<file path="config.mk">
export PLATFORM = sky130hd
export DESIGN_NAME = dda_line_rasterizer
export DESIGN_NICKNAME = d
export VERILOG_FILES = /design/src/rtl/ddalr_pkg.sv /design/src/rtl/ddalr_div.sv /design/src/rtl/dda_line_rasterizer.sv
export SDC_FILE = /design/constraint.sdc
export NUM_CORES = 1
export LEC_CHECK = 0
export BUFFER_PORTS_ARGS = -buffer_cell sky130_fd_sc_hd__buf_2
export CAP_MARGIN = 5
export CORE_AREA = 2 2 151 227
export CTS_BUF_LIST = sky130_fd_sc_hd__clkbuf_4
export DETAILED_ROUTE_END_ITERATION = 12
export DIE_AREA = 0 0 153 229
export PLACE_DENSITY = 0.61
export SLEW_MARGIN = 20
export SYNTH_ARGS = -nofsm -noshare
export SYNTH_HDL_FRONTEND = slang
export SYNTH_HIERARCHICAL = 1
export SYNTH_SLANG_ARGS = --single-unit
</file>
<file path="constraint.sdc">
create_clock -name clk -period 7.7 [get_ports clk]
set_input_delay 1.155 -clock clk [delete_from_list [all_inputs] [get_ports clk]]
set_output_delay 1.155 -clock clk [all_outputs]
set_load 0.02 [all_outputs]
</file>
<file path="src/rtl/ddalr_pkg.sv">
// shared types and codes for the dda line rasterizer
`default_nettype none

package ddalr_pkg;

  typedef enum logic [2:0] {
    ST_IDLE  = 3'b001,
    ST_DIV_X = 3'b010,
    ST_DIV_Y = 3'b100
  } state_t;

  typedef enum logic {
    OP_START = 1'b0,
    OP_STEP  = 1'b1
  } op_t;

endpackage

`default_nettype wire

</file>
<file path="src/rtl/ddalr_div.sv">
// serial restoring divider, one quotient bit per cycle
`default_nettype none

module ddalr_div #(
  parameter int COORD_BITS = 10,
  parameter int FRAC_BITS  = 16
) (
  input  wire                             clk,
  input  wire                             rst_n,
  input  wire                             start,
  input  wire [COORD_BITS+FRAC_BITS-1:0]  num,
  input  wire [COORD_BITS-1:0]            den,
  output logic                            done,
  output logic [FRAC_BITS:0]              quo
);

  localparam int NW = COORD_BITS + FRAC_BITS;
  localparam int CW = $clog2(NW);

  logic [COORD_BITS-1:0] rem_r, rem_nxt;
  logic [NW-1:0]         quo_r, quo_nxt;
  logic [COORD_BITS-1:0] den_r, den_nxt;
  logic [CW-1:0]         cnt_r, cnt_nxt;
  logic                  busy_r, busy_nxt;
  logic                  done_r, done_nxt;
  logic [COORD_BITS:0]   trial;
  logic [COORD_BITS+1:0] diff;
  logic                  ge;

  always_comb begin
    trial = {rem_r, quo_r[NW-1]};
    diff  = {1'b0, trial} - {2'b00, den_r};
    ge    = ~diff[COORD_BITS+1];
    rem_nxt  = rem_r;
    quo_nxt  = quo_r;
    den_nxt  = den_r;
    cnt_nxt  = cnt_r;
    busy_nxt = busy_r;
    done_nxt = 1'b0;
    if (start) begin
      rem_nxt  = '0;
      quo_nxt  = num;
      den_nxt  = den;
      cnt_nxt  = '0;
      busy_nxt = 1'b1;
    end else if (busy_r) begin
      rem_nxt = ge ? diff[COORD_BITS-1:0] : trial[COORD_BITS-1:0];
      quo_nxt = {quo_r[NW-2:0], ge};
      cnt_nxt = cnt_r + CW'(1);
      if (cnt_r == CW'(NW - 1)) begin
        busy_nxt = 1'b0;
        done_nxt = 1'b1;
      end
    end
  end

  always_ff @(posedge clk) begin
    rem_r <= rem_nxt;
    quo_r <= quo_nxt;
    den_r <= den_nxt;
    if (!rst_n) begin
      cnt_r  <= '0;
      busy_r <= 1'b0;
      done_r <= 1'b0;
    end else begin
      cnt_r  <= cnt_nxt;
      busy_r <= busy_nxt;
      done_r <= done_nxt;
    end
  end

  assign done = done_r;
  assign quo  = quo_r[FRAC_BITS:0];

endmodule

`default_nettype wire

</file>
<file path="src/rtl/dda_line_rasterizer.sv">
// dda line rasterizer top level: line setup sequencer, step accumulators, result register
//
//  channel | dir | tdata (low bit up)                     | tlast | tuser
//  in_     | in  | start_x, start_y, end_x, end_y         | -     | op
//  out_    | out | px, py, zero fill                      | last  | none
//
// a step item or a start item with equal endpoints leaves the sequencer idle;
// any other start item emits its first point at once, then the shared divider
// computes the x step, then the y step; in_tready stays low until both are done
// reset clears the line and the result valid flag; a held result blocks new items
`default_nettype none

module dda_line_rasterizer #(
  parameter int COORD_BITS = 10,
  parameter int FRAC_BITS  = 16
) (
  input  wire                                  clk,
  input  wire                                  rst_n,
  input  wire                                  in_tvalid,
  output logic                                 in_tready,
  input  wire [((4*COORD_BITS+7)/8)*8-1:0]     in_tdata,  // start_x, start_y, end_x, end_y
  input  wire [0:0]                            in_tuser,  // op
  output logic                                 out_tvalid,
  input  wire                                  out_tready,
  output logic [((2*COORD_BITS+7)/8)*8-1:0]    out_tdata, // px, py
  output logic                                 out_tlast,
  output logic [0:0]                           out_tuser  // none
);

  localparam int CB    = COORD_BITS;
  localparam int FB    = FRAC_BITS;
  localparam int AW    = CB + FB + 1;
  localparam int SW    = FB + 2;
  localparam int OUT_W = ((2*CB+7)/8)*8;

  ddalr_pkg::state_t   state_r, state_nxt;
  logic                div_start;
  logic                div_done;

  logic [AW-1:0] x_acc_r, x_acc_nxt, y_acc_r, y_acc_nxt;
  logic [SW-1:0] x_step_r, x_step_nxt, y_step_r, y_step_nxt;
  logic [CB-1:0] steps_left_r, steps_left_nxt;
  logic          active_r, active_nxt;
  logic [CB-1:0] ady_r, ady_nxt;
  logic          xneg_r, xneg_nxt, yneg_r, yneg_nxt;

  logic          ovalid_r, ovalid_nxt;
  logic [CB-1:0] px_r, px_nxt, py_r, py_nxt;
  logic          last_r, last_nxt, none_r, none_nxt;

  logic [CB-1:0]    sx, sy, ex, ey;
  logic [CB:0]      dx, dy;
  logic [CB-1:0]    adx, ady, steps;
  logic             accept;
  logic [AW-1:0]    x_sum, y_sum, x_rnd, y_rnd;
  logic [CB+FB-1:0] div_num;
  logic [CB-1:0]    div_den;
  logic [FB:0]      quo;
  logic [SW-1:0]    quo_signed;
  logic             quo_neg;

  assign sx = in_tdata[CB-1:0];
  assign sy = in_tdata[2*CB-1:CB];
  assign ex = in_tdata[3*CB-1:2*CB];
  assign ey = in_tdata[4*CB-1:3*CB];

  assign in_tready = (state_r == ddalr_pkg::ST_IDLE) && (!ovalid_r || out_tready);
  assign accept    = in_tvalid && in_tready;

  always_comb begin
    dx    = {1'b0, ex} - {1'b0, sx};
    dy    = {1'b0, ey} - {1'b0, sy};
    adx   = dx[CB] ? CB'(-dx) : dx[CB-1:0];
    ady   = dy[CB] ? CB'(-dy) : dy[CB-1:0];
    steps = (adx > ady) ? adx : ady;
    x_sum = x_acc_r + {{(AW-SW){x_step_r[SW-1]}}, x_step_r};
    y_sum = y_acc_r + {{(AW-SW){y_step_r[SW-1]}}, y_step_r};
    x_rnd = x_sum + (AW'(1) << (FB - 1));
    y_rnd = y_sum + (AW'(1) << (FB - 1));
  end

  always_comb begin
    quo_neg    = (state_r == ddalr_pkg::ST_DIV_X) ? xneg_r : yneg_r;
    quo_signed = quo_neg ? SW'(-{1'b0, quo}) : {1'b0, quo};
  end

  ddalr_div #(
    .COORD_BITS(COORD_BITS),
    .FRAC_BITS (FRAC_BITS)
  ) u_div (
    .clk  (clk),
    .rst_n(rst_n),
    .start(div_start),
    .num  (div_num),
    .den  (div_den),
    .done (div_done),
    .quo  (quo)
  );

  always_comb begin
    state_nxt      = state_r;
    x_acc_nxt      = x_acc_r;
    y_acc_nxt      = y_acc_r;
    x_step_nxt     = x_step_r;
    y_step_nxt     = y_step_r;
    steps_left_nxt = steps_left_r;
    active_nxt     = active_r;
    ady_nxt        = ady_r;
    xneg_nxt       = xneg_r;
    yneg_nxt       = yneg_r;
    ovalid_nxt     = ovalid_r && !out_tready;
    px_nxt         = px_r;
    py_nxt         = py_r;
    last_nxt       = last_r;
    none_nxt       = none_r;
    div_start      = 1'b0;
    div_num        = {adx, FB'(0)};
    div_den        = steps;

    unique case (state_r)
      ddalr_pkg::ST_IDLE: begin
        if (accept) begin
          ovalid_nxt = 1'b1;
          if (in_tuser[0] == ddalr_pkg::OP_START) begin
            x_acc_nxt      = {1'b0, sx, FB'(0)};
            y_acc_nxt      = {1'b0, sy, FB'(0)};
            px_nxt         = sx;
            py_nxt         = sy;
            none_nxt       = 1'b0;
            steps_left_nxt = steps;
            ady_nxt        = ady;
            xneg_nxt       = dx[CB];
            yneg_nxt       = dy[CB];
            if (steps == '0) begin
              last_nxt   = 1'b1;
              active_nxt = 1'b0;
              x_step_nxt = '0;
              y_step_nxt = '0;
            end else begin
              last_nxt      = 1'b0;
              active_nxt    = 1'b1;
              div_start     = 1'b1;
              state_nxt     = ddalr_pkg::ST_DIV_X;
            end
          end else if (!active_r) begin
            px_nxt   = '0;
            py_nxt   = '0;
            last_nxt = 1'b0;
            none_nxt = 1'b1;
          end else begin
            x_acc_nxt      = x_sum;
            y_acc_nxt      = y_sum;
            steps_left_nxt = steps_left_r - CB'(1);
            px_nxt         = x_rnd[CB+FB-1:FB];
            py_nxt         = y_rnd[CB+FB-1:FB];
            none_nxt       = 1'b0;
            last_nxt       = (steps_left_r == CB'(1));
            active_nxt     = (steps_left_r != CB'(1));
          end
        end
      end
      ddalr_pkg::ST_DIV_X: begin
        div_num = {ady_r, FB'(0)};
        div_den = steps_left_r;
        if (div_done) begin
          x_step_nxt    = quo_signed;
          div_start     = 1'b1;
          state_nxt     = ddalr_pkg::ST_DIV_Y;
        end
      end
      ddalr_pkg::ST_DIV_Y: begin
        if (div_done) begin
          y_step_nxt = quo_signed;
          state_nxt  = ddalr_pkg::ST_IDLE;
        end
      end
      default: begin
        state_nxt = ddalr_pkg::ST_IDLE;
      end
    endcase
  end

  always_ff @(posedge clk) begin
    ady_r  <= ady_nxt;
    xneg_r <= xneg_nxt;
    yneg_r <= yneg_nxt;
    px_r   <= px_nxt;
    py_r   <= py_nxt;
    last_r <= last_nxt;
    none_r <= none_nxt;
    if (!rst_n) begin
      state_r      <= ddalr_pkg::ST_IDLE;
      x_acc_r      <= '0;
      y_acc_r      <= '0;
      x_step_r     <= '0;
      y_step_r     <= '0;
      steps_left_r <= '0;
      active_r     <= 1'b0;
      ovalid_r     <= 1'b0;
    end else begin
      state_r      <= state_nxt;
      x_acc_r      <= x_acc_nxt;
      y_acc_r      <= y_acc_nxt;
      x_step_r     <= x_step_nxt;
      y_step_r     <= y_step_nxt;
      steps_left_r <= steps_left_nxt;
      active_r     <= active_nxt;
      ovalid_r     <= ovalid_nxt;
    end
  end

  assign out_tvalid   = ovalid_r;
  assign out_tdata    = OUT_W'({py_r, px_r});
  assign out_tlast    = last_r;
  assign out_tuser[0] = none_r;

endmodule

`default_nettype wire

</file>
# Yosys cells after proc, flatten, opt, wreduce, memory -nomap -nowiden
# Cells that the tools add are included.
[word_totals] wordCells=118 regBits=192 output_inout_bits=28
[classes] add_sub_neg=12 bitwise_logic=4 n_reduce_logical=18 n_eq_ne=13 n_mux=49 magnitude_cmp=1
[op_table] cell="$mux W10" count=11
[op_table] cell="$mux W27" count=4
[op_table] cell="$mux W18" count=5
[op_table] cell="$mux W26" count=3
[op_table] cell="$pmux W18 S2" count=2
[op_table] cell="$add A27 B27 Y27" count=2
[op_table] cell="$add A26 B16 Y26 const B" count=2
[op_table] cell="$sub A10 B10 Y11" count=2
[op_table] cell="$neg A10 Y10" count=2
[op_table] cell="$neg A17 Y18" count=1
[op_table] cell="$mux W1" count=17
[op_table] cell="$mux W3" count=5
[op_table] cell="$reduce_and A5 Y1" count=3
[op_table] cell="$sub A11 B10 Y12" count=1
[op_table] cell="$eq A10 B1 Y1 const B" count=1
[op_table] cell="$gt A10 B10 Y1" count=1
[op_table] cell="$logic_not A10 Y1" count=1
[op_table] cell="$ne A10 B1 Y1 const B" count=1
[op_table] cell="$sub A10 B1 Y10 const B" count=1
[op_table] cell="$pmux W3 S3" count=1
[op_table] cell="$ne A2 B1 Y1 const B" count=4
[op_table] cell="$ne A2 B2 Y1 const B" count=3
[op_table] cell="$reduce_and A3 Y1" count=2
[op_table] cell="$reduce_bool A2 Y1" count=3
[op_table] cell="13 further kinds" count=19

# Logic depth before layout (Yosys ltp)
[depth] word_depth=11 ltp_mapped=28

# Cells and area by module
# Netlist, hierarchy kept.
[modules_own_cells] mod="dda_line_rasterizer" area_per_inst_um2=10981.8 n_inst=1 cells_per_inst=1308
[modules_own_cells] mod="ddalr_div" area_per_inst_um2=2763.9 n_inst=1 cells_per_inst=230

# Worst setup path after synthesis
# Ideal clock, no wire load.
[synth_path] path_kind="in2reg" from="in in_tdata[20]" to="reg u_div.quo_r[0] (enable)" stages=26 t_arrival_ns=6.267 slack_ns=1.058 required_time_ns=7.325 setup_ns=0.375 cell_sequence="inv_1 ha_1 inv_1 fa_1 a21o_2 a221oi_4 o221ai_1 a21o_1 clkinv_1 nand2_1 o21ai_0 ha_1 nor2b_1 o21a_1 o21a_1 o21bai_1 a31o_2 clkbuf_1 nand3_1 o31ai_1 o221ai_2 o31ai_1 nand2_1 clkbuf_1 nor2_1 inv_1"
[synth_between] elab_cells_between_ends=11
[synth_rtl] item="from (decl)" line="dda_line_rasterizer.sv:21" source="input wire [((4*COORD_BITS+7)/8)*8-1:0] in_tdata,"
[synth_rtl] item="$sub A10 B10 Y11 *" line="dda_line_rasterizer.sv:71" source="dx = {1'b0, ex} - {1'b0, sx};"
[synth_rtl] item="via dx[10]" line="dda_line_rasterizer.sv:52" source="logic [CB:0] dx, dy;"
[synth_rtl] item="$mux W10 *" line="dda_line_rasterizer.sv:73" source="adx = dx[CB] ? CB'(-dx) : dx[CB-1:0];"
[synth_rtl] item="$gt A10 B10 Y1" line="dda_line_rasterizer.sv:75" source="steps = (adx > ady) ? adx : ady;"
[synth_rtl] item="$mux W10 *" line="dda_line_rasterizer.sv:75"
[synth_rtl] item="$logic_not A10 Y1 *" line="dda_line_rasterizer.sv:134" source="if (steps == '0) begin"
[synth_rtl] item="$mux W1 *" line="dda_line_rasterizer.sv:134"
[synth_rtl] item="$mux W1 *" line="dda_line_rasterizer.sv:124" source="if (in_tuser[0] == ddalr_pkg::OP_START) begin"
[synth_rtl] item="$mux W1 *" line="dda_line_rasterizer.sv:122" source="if (accept) begin"
[synth_rtl] item="$pmux W1 S2 *" line="dda_line_rasterizer.sv:120" source="unique case (state_r)"
[synth_rtl] item="via div_start" line="dda_line_rasterizer.sv:37" source="logic div_start;"
[synth_rtl] item="$reduce_bool A2 Y1 (no line) *"
[synth_rtl] item="to (signal assigned)" line="ddalr_div.sv:59" source="quo_r <= quo_nxt;"
[synth_rtl] item="to (decl)" line="ddalr_div.sv:21" source="logic [NW-1:0] quo_r, quo_nxt;"
# Mark *: on every way through the listed nets, which the timed path passes. The rest lies on a longest branch.
# A chain may end at the register's enable or synchronous reset.

# Worst setup path after layout
[layout_path] from="in in_tdata[11]" to="reg u_div.rem_r[4]"
[layout_between] elab_chain_len=10
[layout_rtl] item="$sub A10 B10 Y11 *" line="dda_line_rasterizer.sv:72" source="dy = {1'b0, ey} - {1'b0, sy};"
[layout_rtl] item="$neg A10 Y10" line="dda_line_rasterizer.sv:74" source="ady = dy[CB] ? CB'(-dy) : dy[CB-1:0];"
[layout_rtl] item="$mux W10 *" line="dda_line_rasterizer.sv:74"
[layout_rtl] item="via ady[8]" line="dda_line_rasterizer.sv:53" source="logic [CB-1:0] adx, ady, steps;"
[layout_rtl] item="$gt A10 B10 Y1" line="dda_line_rasterizer.sv:75"
[layout_rtl] item="$mux W10 *" line="dda_line_rasterizer.sv:75"
[layout_rtl] item="$logic_not A10 Y1 *" line="dda_line_rasterizer.sv:134"
[layout_rtl] item="$mux W1 *" line="dda_line_rasterizer.sv:134"
[layout_rtl] item="$mux W1 *" line="dda_line_rasterizer.sv:124"
[layout_rtl] item="$mux W1 *" line="dda_line_rasterizer.sv:122"
[layout_rtl] item="$pmux W1 S2 *" line="dda_line_rasterizer.sv:120"
[layout_rtl] item="via div_start" line="dda_line_rasterizer.sv:37"
[layout_rtl] item="to (signal assigned)" line="ddalr_div.sv:58" source="rem_r <= rem_nxt;"
[layout_rtl] item="to (decl)" line="ddalr_div.sv:20" source="logic [COORD_BITS-1:0] rem_r, rem_nxt;"
# Marks and branches as above.

==> impl_metrics.toml <==
[run_status]
run_status = "finished clean"

[global_routing]
global_route.usage.total = 0.2154
grt_start_max_net_pins = 93
grt_antenna_before_repair = 1
grt.met1_usage = 0.2389
top_usage_layer = "met2"
groute.layer.met2.usage = 0.3935
global_route.overflow_total = 0
grt.met3_usage = 0.03141
grt_pass1_wl_um = 60420
first_global_vias = 11497

[power_and_ir_drop]
p_leak_nw = 5.968
totalPowerFinal_w = 0.002837
power_per_cell_area_nw_per_um2 = 192.6
irDropWorstVdd_uv = 112.8

[sta]
final_period_minus_worst_setup_slack_ps = 6550
tightestPinTransition_ps = 1046
fin_setup_tns_ps = 0
grt_setup_unrepaired = "no"
slew-limit-headroom = 0.3010
achievable-frequency_mhz = 152.7
finalHoldViolations = 0
fin_crit_sh = 0.8506
skew_ps = 21.40
setup_viol_count_final = 0
timing.final.max_slew_violations = 0

[layout]
nets = 1726
final_cells = 2011
syn_to_final_growth_pct = 7.173
fraction_of_final_layout_cells_sized_beyond_drive_strength_1 = 0.1415
fillerInstances = 3241

[floorplan]
io_pins = 73
rows = 82
total_die_area_um2 = 35040
start_util = 0.4148
core-area_um2 = 33140
die-height_um = 229
dieWidth_um = 153

[clock_tree]
clock_tree.htree_level_count = 4
clock_transition_at_the_registers_of_the_reported_paths_ps = 150
post_cts_buffers = 0
cts.path.max_buffers = 2
cts.sinks = 190
postCtsResizedCells = 0
cts_inserted_buffers = 17
tritoncts = "done"
cts.hold.buffers_added = 0
clk_root_buffer_cell = "sky130_fd_sc_hd__clkbuf_4"
clock_insertion_delay_at_the_later_pin_of_the_skew_report_ps = 650

[setup_path]
r2r-start = "x_acc_r[0]"
regToRegEndpoint = "px_r[9]"
worst_ep_required_time_ps = 8230
data_arrival_at_the_endpoint_of_the_critical_path_ps = 7080
cp_cell_sequence = "buf_2 -> inv_1 -> ha_1 -> nor2b_1 -> o31a_1 -> o41ai_1 -> nand2b_1 -> xnor2_1 -> a41oi_1 -> xnor2_1 -> inv_1 -> ha_1 -> o21a_1 -> o32ai_1 -> a31oi_1 -> nand3_1 -> nor3_1 -> o221ai_2 -> o31ai_1 -> nand2_2 -> buf_4 -> nor2_1 -> nand4_1 -> o311ai_0"
cp-end-kind = "flop"
critical_path_buf_inv_count = 4
timing.critical_path.slowest_cell_delay_ps = 540
cpMaxStageDelayCell = "sky130_fd_sc_hd__o41ai_1"
critical_path.max_fanout = 42
r2r_cells = 12
cpLargestDelayFamily = "compound AO/OA/AOI/OAI gates"
path_class = "in -> reg"
critical_path_launch_point_type = "input port"
setup.reg_to_reg.worst_slack_ps = 3730

[yosys]
synth_compound_area_frac = 0.2514
synthSimpleGateAreaFrac = 0.1638
synth_mux_area_frac = 0.04069
yosysSeqAreaShare = 0.3277
synth_seq_cells = 190
postSynthAreaPerCell_um2 = 8.937
synth_top_family_by_area = "compound AO/OA/AOI/OAI gates"
yosys.area_share.adder = 0.09740
yosysUniqueCellTypes = 101
netlist_area_before_placement_um2 = 13750
netlist_instances = 1538
dominantRegCellSynth = "sky130_fd_sc_hd__dfxtp_1"
post_synth_xor_area_fraction = 0.06627
number_of_enable_flip_flop_cells_after_synthesis = 70
yosysWarningCount = 6
fraction_of_registers_with_async_set_reset = 0

[routing]
drt-initial-drc-count = 703
remaining_drc_errors = 0
mean_routed_wirelength_per_cell_um = 18.59
dr_total_vias = 11598
number_of_search_and_repair_iterations_in_the_first_detailed_routing_pass = 5
wl_um = 37380
vias_per_cell = 5.767
detail_route_antenna_nets = 0

[hold_path]
path_category_of_the_worst_min_delay_check = "reg -> reg"
timing.hold.worst_path_depth = 2
hold-path-endpoint = "y_acc_r[2]"
holdCritStartpoint = "y_acc_r[2]"

[placement]
place_hpwl_um = 27780
dp.cells = 1978
buffer_ports.inserted = 68
final_estimated_routing_congestion_in_global_placement = 0.9168

[flow_run]
max_cap_violations = 0
-- routing by layer --
layer	vias to the layer above	wire (um)
li1	5757	-
met1	5480	15040
met2	275	19210
met3	86	1243
met4	0	1882
met5	-	0
-- layout make-up --
class	count	area, um2	share of cell area
diodes	1	2.502	0.0001699
clock buffers	20	150.1	0.01019
clock inverters	12	161.4	0.01096
inverters	80	300.3	0.02038
multi-input cells	1204	8627	0.5856
flip-flops and latches	190	4504	0.3058
well taps	420	525.5	0.03567
repair buffers	84	460.4	0.03126
-- registers in the layout, summed over array words and instances (netlist names), 18 cells and up --
| name | flops |
|---|---|
| y_step_r | 18 |
| u_div/quo_r | 26 |
| x_acc_r | 26 |
| x_step_r | 18 |
| y_acc_r | 26 |
-- cell families after synthesis --
kind of cell    Yosys count
buf+inv                 163
fa+ha+maj               104
mux                      50
simple gates            445
flops                   190
compound gates          481
xor+xnor                104
other cells               1
-- layout by cell type, fill, tap and decap left out, drive strengths merged, types with 19 or more instances in the layout --
cell    instances
a21o           31
nor2           85
xor2           36
a31oi          19
conb           20
nor2b          47
nand2         144
xnor2          68
o31ai          29
a21oi          93
inv            82
dfxtp         120
o22ai          33
nor3           32
buf            84
o21ai          91
o211ai         21
a22oi          30
nand3          30
ha             99
edfxtp         70
clkbuf         20
mux2           41
-- stage by stage --
stage / hold WS (ps) / worst slack, ps / util / instance area, um2
finish: 484.1 / 1150 / 0.4445 / 14730
global route: 522.3 / 626.4 / 0.4445 / 14730
CTS: 485.2 / 1373 / 0.4445 / 14730
detailed placement: 465.6 / 676.8 / 0.4351 / 14420
global placement: 455.5 / 867.5 / 0.4351 / 14420
floorplan: 440.7 / 1058 / - / 13820
-- tightest hold or removal path: stages (launching register included) --
cell	delay (ps)
sky130_fd_sc_hd__dfxtp_1	340
sky130_fd_sc_hd__nand2_1	50
sky130_fd_sc_hd__a21boi_0	60
-- how the worst max path moves through the flow --
stage / start / slack [ps] / cells past startpoint / end
after global placement: in_tdata[20] / 870 / 25 / u_div/rem_r[7]
after CTS: in_tdata[11] / 1370 / 24 / u_div/rem_r[4]
after floorplan: in_tdata[20] / 1060 / 26 / u_div/quo_r[0]
final: in_tdata[11] / 1150 / 24 / u_div/rem_r[4]
after detailed placement: in_tdata[11] / 680 / 23 / u_div/quo_r[25]
after global routing: in_tdata[11] / 630 / 24 / u_div/rem_r[4]
-- synth_stat cells, drive strengths merged (29+ instances only) --
cell type / number / area [um2]
nand2: 144 / 540.5
dfxtp: 120 / 2402
ha: 99 / 1239
a21oi: 93 / 488.0
o21ai: 91 / 459.2
nor2: 85 / 326.6
inv: 79 / 296.5
edfxtp: 70 / 2102
xnor2: 68 / 595.6
clkbuf: 49 / 193.9
nor2b: 47 / 294.0
mux2: 41 / 469.2
xor2: 36 / 315.3
buf: 34 / 227.7
o22ai: 33 / 269.0
nor3: 32 / 160.2
a21o: 31 / 235.2
a22oi: 30 / 225.2
nand3: 30 / 155.1
o31ai: 29 / 262.8
-- report_power, final --
group / switching, W / total (W) / leakage [nW] / internal (W)
sequential: 0.0000603 / 0.00121 / 1.64 / 0.00115
combinational: 0.000626 / 0.00102 / 4.17 / 0.000392
clock: 0.000371 / 0.000610 / 0.161 / 0.000239
total: 0.00106 / 0.00284 / 5.97 / 0.00178
Power figures use the tool's default switching activity.
